File: config.mk
export PLATFORM = sky130hd
export DESIGN_NAME = square_tone_burst_with_fades_top
export DESIGN_NICKNAME = d
export VERILOG_FILES = /design/src/rtl/stbf_pkg.sv /design/src/rtl/stbf_div.sv /design/src/rtl/stbf_seq.sv /design/src/rtl/square_tone_burst_with_fades_top.sv
export SDC_FILE = /design/constraint.sdc
export NUM_CORES = 1
export LEC_CHECK = 0
export ABC_CLOCK_PERIOD_IN_PS = 15600
export BUFFER_PORTS_ARGS = -buffer_cell sky130_fd_sc_hd__buf_2
export CELL_PAD_IN_SITES_DETAIL_PLACEMENT = 0
export CELL_PAD_IN_SITES_GLOBAL_PLACEMENT = 1
export CORE_ASPECT_RATIO = 0.8
export CORE_MARGIN = 5
export CORE_UTILIZATION = 54
export DETAILED_ROUTE_END_ITERATION = 16
export HOLD_SLACK_MARGIN = 0.12
export PLACE_DENSITY_LB_ADDON = 0.12
export SLEW_MARGIN = 15
export SYNTH_ARGS = -nofsm -noshare
export SYNTH_HDL_FRONTEND = slang
export SYNTH_SLANG_ARGS = --single-unit
File: constraint.sdc
create_clock -name clk -period 15.6 [get_ports clk]
set_input_delay 1.56 -clock clk [delete_from_list [all_inputs] [get_ports clk]]
set_output_delay 1.56 -clock clk [all_outputs]
set_load 0.01 [all_outputs]
File: src/rtl/stbf_pkg.sv
package stbf_pkg;

  // field and state widths
  localparam int RATE_W   = 16;
  localparam int FREQ_W   = 16;
  localparam int MS_W     = 16;
  localparam int SAMPLE_W = 14;
  localparam int COUNT_W  = 22;
  localparam int HP_W     = 11;
  localparam int FADE_W   = 8;
  localparam int MAG_W    = 13;

  // shared divider geometry
  localparam int DVD_W     = 32;
  localparam int DVS_W     = 17;
  localparam int DIV_STEPS = DVD_W;
  localparam int STEP_W    = $clog2(DIV_STEPS);

  // constants of the tone
  localparam logic [FREQ_W-1:0]  MIN_FREQ   = 16'd20;
  localparam logic [DVS_W-1:0]   MS_PER_S   = 17'd1000;
  localparam logic [DVS_W-1:0]   FADE_DIV   = 17'd200;
  localparam logic [MAG_W-1:0]   AMPLITUDE  = 13'd6000;
  localparam logic [COUNT_W-1:0] COUNT_MAX  = 22'h3FFFFF;
  localparam logic [FADE_W-1:0]  FADE_MAX   = 8'd255;
  localparam logic [RATE_W-1:0]  RATE_RESET = 16'd22050;

  // register indexes
  localparam logic REG_RATE   = 1'b0;
  localparam logic REG_ENABLE = 1'b1;

  // input function codes
  localparam logic FUNC_START = 1'b0;
  localparam logic FUNC_TICK  = 1'b1;

  typedef struct packed {
    logic             start;
    logic [DVD_W-1:0] dividend;
    logic [DVS_W-1:0] divisor;
  } div_req_t;

  typedef struct packed {
    logic             done;
    logic [DVD_W-1:0] quotient;
  } div_rsp_t;

  typedef struct packed {
    logic                       valid;
    logic signed [SAMPLE_W-1:0] sample;
    logic                       last;
  } res_t;

endpackage

File: src/rtl/stbf_div.sv
module stbf_div (
  input  logic              clk,
  input  logic              rst,
  input  stbf_pkg::div_req_t req,
  output stbf_pkg::div_rsp_t rsp
);
  import stbf_pkg::*;

  logic              busy;
  logic              done;
  logic [STEP_W-1:0] step;
  logic [DVD_W-1:0]  dq;
  logic [DVS_W-1:0]  rem;
  logic [DVS_W-1:0]  dvs;

  logic [DVS_W:0]    trial;
  logic [DVS_W:0]    diff;
  logic              qbit;
  logic [DVS_W-1:0]  rem_next;

  // one restoring step: shift in the next dividend bit, subtract if it fits
  always_comb begin
    trial    = {rem, dq[DVD_W-1]};
    diff     = trial - {1'b0, dvs};
    qbit     = (trial >= {1'b0, dvs});
    rem_next = qbit ? diff[DVS_W-1:0] : trial[DVS_W-1:0];
  end

  // quotient bits shift in where dividend bits shift out
  always_ff @(posedge clk) begin
    if (rst) begin
      busy <= 1'b0;
      done <= 1'b0;
      step <= '0;
    end else begin
      done <= 1'b0;
      if (req.start) begin
        busy <= 1'b1;
        step <= '0;
        dq   <= req.dividend;
        rem  <= '0;
        dvs  <= req.divisor;
      end else if (busy) begin
        dq   <= {dq[DVD_W-2:0], qbit};
        rem  <= rem_next;
        step <= step + 1'b1;
        if (step == STEP_W'(DIV_STEPS - 1)) begin
          busy <= 1'b0;
          done <= 1'b1;
        end
      end
    end
  end

  assign rsp.done     = done;
  assign rsp.quotient = dq;

  a_no_start_busy: assert property (@(posedge clk) disable iff (rst)
    req.start |-> !busy)
    else $error("divider started while busy");
  a_done_after_busy: assert property (@(posedge clk) disable iff (rst)
    done |-> $past(busy) && !busy)
    else $error("divider done without a finished run");
  a_done_pulse: assert property (@(posedge clk) disable iff (rst)
    done |=> !done)
    else $error("divider done longer than one cycle");

endmodule

File: src/rtl/stbf_seq.sv
module stbf_seq (
  input  logic                            clk,
  input  logic                            rst,
  input  logic                            in_valid,
  output logic                            in_ready,
  input  logic                            func,
  input  logic [stbf_pkg::FREQ_W-1:0]     tone_freq,
  input  logic [stbf_pkg::MS_W-1:0]       duration_ms,
  input  logic [stbf_pkg::RATE_W-1:0]     rate_hz,
  input  logic                            enable,
  output stbf_pkg::res_t                  res,
  input  logic                            res_ready,
  output stbf_pkg::div_req_t              div_req,
  input  stbf_pkg::div_rsp_t              div_rsp
);
  import stbf_pkg::*;

  typedef enum logic [3:0] {
    S_IDLE,
    S_CNT,
    S_CNT_W,
    S_HP,
    S_HP_W,
    S_FADE,
    S_FADE_W,
    S_TICK,
    S_TICK_W,
    S_OUT
  } state_t;

  state_t state;

  // burst state
  logic               active;
  logic [COUNT_W-1:0] sample_index;
  logic [COUNT_W-1:0] total_samples;
  logic [HP_W-1:0]    half_period;
  logic [HP_W-1:0]    half_period_count;
  logic               square_phase;
  logic [FADE_W-1:0]  fade_length;

  // working registers
  logic [FREQ_W-1:0]  freq;
  logic [DVD_W-1:0]   prod;
  logic [COUNT_W-1:0] count_tmp;
  logic [HP_W-1:0]    hp_tmp;
  logic [MAG_W-1:0]   mag;

  // fade position of the current sample
  logic [COUNT_W-1:0] from_end;
  logic               in_head;
  logic               in_tail;
  logic [FADE_W-1:0]  fade_pos;
  logic [DVD_W-1:0]   fade_prod;

  always_comb begin
    from_end  = total_samples - COUNT_W'(1) - sample_index;
    in_head   = (sample_index < COUNT_W'(fade_length));
    in_tail   = (from_end < COUNT_W'(fade_length));
    fade_pos  = in_head ? sample_index[FADE_W-1:0] : from_end[FADE_W-1:0];
    fade_prod = DVD_W'(AMPLITUDE) * DVD_W'(fade_pos);
  end

  // sample count, half period and fade limits from the divider results
  logic [DVD_W-1:0]   q;
  logic [COUNT_W-1:0] count_sat;
  logic [HP_W-1:0]    hp_min;
  logic [DVD_W-1:0]   half_count;
  logic [DVD_W-1:0]   fade_lim;
  logic [FADE_W-1:0]  fade_new;

  always_comb begin
    q          = div_rsp.quotient;
    count_sat  = (q > DVD_W'(COUNT_MAX)) ? COUNT_MAX : q[COUNT_W-1:0];
    hp_min     = (q == '0) ? HP_W'(1) : q[HP_W-1:0];
    half_count = DVD_W'(count_tmp >> 1);
    fade_lim   = (q > half_count) ? half_count : q;
    fade_new   = (fade_lim > DVD_W'(FADE_MAX)) ? FADE_MAX : fade_lim[FADE_W-1:0];
  end

  // result word and phase advance
  logic [COUNT_W:0] index_inc;
  logic             is_last;
  logic [HP_W-1:0]  hpc_inc;

  always_comb begin
    index_inc  = {1'b0, sample_index} + 1'b1;
    is_last    = (index_inc >= {1'b0, total_samples});
    hpc_inc    = half_period_count + 1'b1;
    res.valid  = (state == S_OUT);
    res.last   = is_last;
    res.sample = square_phase ? $signed({1'b0, mag}) : -$signed({1'b0, mag});
  end

  // divider requests
  always_comb begin
    div_req.start    = 1'b0;
    div_req.dividend = prod;
    div_req.divisor  = MS_PER_S;
    case (state)
      S_CNT: begin
        div_req.start = 1'b1;
      end
      S_HP: begin
        div_req.start    = 1'b1;
        div_req.dividend = DVD_W'(rate_hz);
        div_req.divisor  = {freq, 1'b0};
      end
      S_FADE: begin
        div_req.start    = 1'b1;
        div_req.dividend = DVD_W'(rate_hz);
        div_req.divisor  = FADE_DIV;
      end
      S_TICK: begin
        div_req.start   = 1'b1;
        div_req.divisor = DVS_W'(fade_length);
      end
      default: begin
        div_req.start = 1'b0;
      end
    endcase
  end

  assign in_ready = (state == S_IDLE);

  // sequencer
  always_ff @(posedge clk) begin
    if (rst) begin
      state             <= S_IDLE;
      active            <= 1'b0;
      sample_index      <= '0;
      total_samples     <= '0;
      half_period       <= HP_W'(1);
      half_period_count <= '0;
      square_phase      <= 1'b0;
      fade_length       <= '0;
    end else begin
      case (state)
        S_IDLE: begin
          if (in_valid) begin
            if (func == FUNC_START) begin
              if (enable && duration_ms != '0) begin
                freq  <= (tone_freq < MIN_FREQ) ? MIN_FREQ : tone_freq;
                prod  <= DVD_W'(rate_hz) * DVD_W'(duration_ms);
                state <= S_CNT;
              end
            end else if (active) begin
              if (in_head || in_tail) begin
                prod  <= fade_prod;
                state <= S_TICK;
              end else begin
                mag   <= AMPLITUDE;
                state <= S_OUT;
              end
            end
          end
        end
        S_CNT:  state <= S_CNT_W;
        S_CNT_W: begin
          if (div_rsp.done) begin
            count_tmp <= count_sat;
            state     <= (q == '0) ? S_IDLE : S_HP;
          end
        end
        S_HP:   state <= S_HP_W;
        S_HP_W: begin
          if (div_rsp.done) begin
            hp_tmp <= hp_min;
            state  <= S_FADE;
          end
        end
        S_FADE: state <= S_FADE_W;
        S_FADE_W: begin
          if (div_rsp.done) begin
            active            <= 1'b1;
            sample_index      <= '0;
            total_samples     <= count_tmp;
            half_period       <= hp_tmp;
            half_period_count <= '0;
            square_phase      <= 1'b0;
            fade_length       <= fade_new;
            state             <= S_IDLE;
          end
        end
        S_TICK: state <= S_TICK_W;
        S_TICK_W: begin
          if (div_rsp.done) begin
            mag   <= q[MAG_W-1:0];
            state <= S_OUT;
          end
        end
        S_OUT: begin
          if (res_ready) begin
            if (hpc_inc >= half_period) begin
              half_period_count <= '0;
              square_phase      <= ~square_phase;
            end else begin
              half_period_count <= hpc_inc;
            end
            if (is_last) begin
              active <= 1'b0;
            end else begin
              sample_index <= index_inc[COUNT_W-1:0];
            end
            state <= S_IDLE;
          end
        end
        default: state <= S_IDLE;
      endcase
    end
  end

  a_index_in_burst: assert property (@(posedge clk) disable iff (rst)
    active |-> sample_index < total_samples)
    else $error("sample index past end of burst");
  a_fade_fits: assert property (@(posedge clk) disable iff (rst)
    active |-> COUNT_W'(fade_length) <= (total_samples >> 1))
    else $error("fade longer than half the burst");
  a_half_period: assert property (@(posedge clk) disable iff (rst)
    half_period != '0 && half_period_count < half_period)
    else $error("half period counter out of range");
  a_tick_needs_burst: assert property (@(posedge clk) disable iff (rst)
    state == S_OUT |-> active)
    else $error("sample produced with no active burst");

endmodule

File: src/rtl/square_tone_burst_with_fades_top.sv
// a start holds the block for up to three 32-step divides on the shared divider
// a tick inside a fade gives its word after one divide, a tick outside a fade without a divide,
//   a start or idle tick gives no word
// one item at a time: the next is taken when the sequencer is back in idle
// reset: synchronous, clears the burst, rate register to 22050, enable to 0
module square_tone_burst_with_fades_top (
  input  logic                              clk,
  input  logic                              rst,
  input  logic                              in_valid,
  output logic                              in_ready,
  input  logic                              func,
  input  logic [stbf_pkg::FREQ_W-1:0]       tone_freq,
  input  logic [stbf_pkg::MS_W-1:0]         duration_ms,
  output logic                              out_valid,
  input  logic                              out_ready,
  output logic signed [stbf_pkg::SAMPLE_W-1:0] sample,
  output logic                              last,
  input  logic                              cfg_valid,
  output logic                              cfg_ready,
  input  logic                              cfg_index,
  input  logic [stbf_pkg::RATE_W-1:0]       cfg_data
);
  import stbf_pkg::*;

  logic [RATE_W-1:0] rate_hz;
  logic              enable;
  res_t              res;
  logic              res_ready;
  div_req_t          div_req;
  div_rsp_t          div_rsp;

  // configuration registers
  assign cfg_ready = 1'b1;

  always_ff @(posedge clk) begin
    if (rst) begin
      rate_hz <= RATE_RESET;
      enable  <= 1'b0;
    end else if (cfg_valid && cfg_ready) begin
      case (cfg_index)
        REG_RATE:   rate_hz <= cfg_data;
        REG_ENABLE: enable  <= cfg_data[0];
        default:    enable  <= enable;
      endcase
    end
  end

  // output word register
  assign res_ready = !out_valid || out_ready;

  always_ff @(posedge clk) begin
    if (rst) begin
      out_valid <= 1'b0;
    end else if (res.valid && res_ready) begin
      out_valid <= 1'b1;
      sample    <= res.sample;
      last      <= res.last;
    end else if (out_ready) begin
      out_valid <= 1'b0;
    end
  end

  stbf_seq u_seq (
    .clk         (clk),
    .rst         (rst),
    .in_valid    (in_valid),
    .in_ready    (in_ready),
    .func        (func),
    .tone_freq   (tone_freq),
    .duration_ms (duration_ms),
    .rate_hz     (rate_hz),
    .enable      (enable),
    .res         (res),
    .res_ready   (res_ready),
    .div_req     (div_req),
    .div_rsp     (div_rsp)
  );

  stbf_div u_div (
    .clk (clk),
    .rst (rst),
    .req (div_req),
    .rsp (div_rsp)
  );

endmodule

==> impl_metrics.yaml <==
timing:
  hold_violations: 0
  fin_crit_sh_pct: 49.6
  worst_pin_slew_ns: 1.15
  finalSetupViolations: 0
  rsz0062_at_grt: "false"
  setup-tns-final_ns: 0
  relSlewSlack_pct: 23.3
  drv_slew: 0
  fmax_mhz: 129
  final.setup_skew_ns: 0.0263
  finalCriticalPeriod_ns: 7.73
cells_and_area:
  insertedDiodeCount: 0
  fillers: 4174
  drive_above_1_share_pct: 7.26
  layoutNonFillerInstCount: 3473
  final_common_cell: "nand2_1"
  fin_nets: 3357
  mostFrequentLayoutCells: "nand2_1 (405), inv_1 (397), ha_1 (254)"
  syn_to_final_growth_pct: 7.47
floorplanning:
  io_pins: 73
  die_x_um: 254
  die_area_mm2: 0.0522
  die_height_um: 205
  core_mm2: 0.0471
  rows: 71
  start_util_pct: 54.8
power:
  p_clk_share_pct: 21.5
  ir_worst_vdd_mv: 0.176
  sw_frac_of_total_pct: 41.4
  pwr-share-comb_pct: 51.9
  powerDensity_mw_per_mm2: 134
  p_leak_nw: 12.4
  switchingPower_mw: 1.54
  p_seq_share_pct: 26.6
  p_int_mw: 2.17
worst_hold_path:
  whs_path_depth: 2
  min_path_type: "flop to flop"
logic_synthesis:
  async_flop_share_pct: 0
  ys_seq_area_share_pct: 28.5
  syn-cell-area_mm2: 0.0258
  synthDominantAreaCellType: "edfxtp_1"
  synth_edf_count: 175
  synth-seq-cells: 280
  netlist.area_leader.share_pct: 20.4
  synth_ff_type: "edfxtp_1"
  ys_warn_count: 0
  syn_area_per_cell_um2: 9.07
  synth_fp_nets: 3373
  yosysUniqueCellTypes: 78
  synthCells: 2843
  yosys-top-cells-area: "edfxtp_1 (20%), fa_1 (17%), ha_1 (12%), dfxtp_1 (8.2%), nand2_1 (5.9%)"
grt:
  grt_max_degree: 67
  grt_pass1_wl_mm: 108
  grt_pass1_vias: 20100
  antenna_found_initial: 0
  grt_util_all_layers_pct: 25.9
  grt.overflow.total: 0
clocking:
  clk_latency_ns: 0.53
  ctsHoldBuffers: 0
  clk_path_buf_depth: 3
  clock_sinks: 280
  clk_pin_slew_ns: 0.06
  cts_tree: "yes"
  cts_buffers: 34
  htree_num_levels: 2
  postCtsSetupRepairBufs: 0
  ctsResizeCount: 0
  cts_root_buf: "clkbuf_16"
critical_path:
  cp-end-kind: "flop"
  worstPathArrival_ns: 7.98
  crit_type: "primary input to flop"
  worstPathMaxFanout: 17
  reg2regPathDepth: 25
  required_ns: 15.85
  setup.worst_path.start_class: "primary input"
placement:
  dp_cells: 3411
  place_congestion: 0.911
  dp_hpwl_mm: 51.5
  port_buffers: 71
status:
  status: "finished, final reports clean"
routing:
  drtPass1Iterations: 6
  wl_mm: 66.6
  drt_iter0_markers: 1515
  via_count: 20000
  vias_per_cell: 5.75
  wl_per_cell_um: 19.2
  ant_nets: 0
  route.detailed.drc: 0
job:
  drv_cap: 0
## sequential cells by signal (all words and copies together), names as in the netlist, 13 cells and up
register             cells
u_seq.mag               13
u_seq.freq              16
sample                  14
u_div.dq                32
u_seq.count_tmp         22
rate_hz                 16
u_seq.sample_index      22
u_div.rem               17
u_seq.total_samples     22
u_seq.prod              32
u_div.dvs               17
## metrics by stage
step | total power, mW | util, % | worst slack [ns] | hold WS [ns] | area (um2)
global route | 4.06 | 58.9 | 7.45 | 0.488 | 27700
detailed placement | 2.92 | 56.4 | 7.46 | 0.448 | 26600
CTS | 3.74 | 58.8 | 7.97 | 0.456 | 27700
global placement | 2.89 | 56.4 | 7.52 | 0.448 | 26600
floorplan | 2.45 | - | 7.97 | 0.433 | 25800
finish | 3.71 | 58.9 | 7.87 | 0.456 | 27700
## cell usage after synthesis, types with 4 or more instances
cell       count
o21ai_0      115
xor2_1        40
nand2b_1      29
nand3b_1      11
clkbuf_1     126
ha_1         254
a31o_2         5
or2_2         28
nor3_1        33
inv_1        397
nand4_1       30
o21ai_1       16
a32o_1        14
a211oi_1      17
buf_1          9
nand3_1       38
nor2_1       128
xnor2_1       62
o31ai_1       12
o211ai_1      11
and4_1         8
a31oi_1        9
mux2i_1       37
nor4_1        28
and2_1        99
a21oi_1      163
o41ai_1        6
buf_2          7
a21o_1        50
a2111oi_0      4
or3_1         17
dfxtp_1      105
and3_1        21
fa_1         221
a211o_1        5
o21a_1        13
nor2b_1       27
edfxtp_1     175
nand2_1      405
o2111ai_1      7
## worst paths after layout
path | from | to | slack [ns]
max | duration_ms[6] | u_seq.prod[28] | 7.87
min | u_seq.half_period[4] | u_seq.half_period[4] | 0.46
max reg2reg | u_seq.fade_length[1] | u_seq.prod[20] | 8.15
min reg2reg | u_seq.half_period[4] | u_seq.half_period[4] | 0.46
## layout make-up
class | count | area [um2] | area share (%)
Inverter | 397 | 1490 | 5.38
Clock buffer | 40 | 905 | 3.26
Tap cell | 620 | 776 | 2.80
Timing Repair Buffer | 93 | 520 | 1.88
Multi-Input combinational cell | 2021 | 16400 | 59.3
Clock inverter | 22 | 230 | 0.831
Sequential cell | 280 | 7360 | 26.5
## layer usage
layer | global-route usage, % | vias to the layer above | wire [um]
met5 | 0 | - | 0
met4 | 6.96 | 0 | 1860
met3 | 4.74 | 99 | 4560
met2 | 39.1 | 593 | 28700
met1 | 38.5 | 9833 | 31500
li1 | - | 9452 | -
## worst max-delay path, stage by stage
cell and delay (ns):
buf_2 0.30, nand2_1 0.13, fa_1 0.54, inv_1 0.05
fa_1 0.56, fa_1 0.44, fa_1 0.51, inv_1 0.06
fa_1 0.53, inv_1 0.06, fa_1 0.49, ha_1 0.40
o21ai_0 0.17, a21oi_1 0.06, o41ai_1 0.49, nand4_1 0.24
a31o_2 0.32, o41ai_1 0.58, o21ai_0 0.24, xnor2_1 0.18
nor2_1 0.06
## kinds of logic (layout without fill, tap and decap cells)
| family | Yosys count | after routing | synth area share (%) |
|---|---|---|---|
| AO/OA/AOI/OAI | 480 | 480 | 11.6 |
| XOR/XNOR | 103 | 103 | 3.53 |
| adder cells (fa/ha/maj) | 475 | 475 | 29.5 |
| buffers and inverters | 542 | 552 | 7.97 |
| flip-flops | 280 | 280 | 28.5 |
| multiplexers | 40 | 40 | 1.57 |
| other | 1 | 1 | 0.0145 |
| AND/OR/NAND/NOR | 922 | 922 | 17.4 |
## power by group through the flow
stage | Clock, mW | Combinational (mW) | Sequential [mW]
detailed placement | 0 | 1.92 | 1.00
global route | 0.845 | 2.23 | 0.993
finish | 0.797 | 1.92 | 0.986
CTS | 0.814 | 1.94 | 0.985
floorplan | 0 | 1.50 | 0.957
global placement | 0 | 1.89 | 0.999
Power figures use the tool's default switching activity.
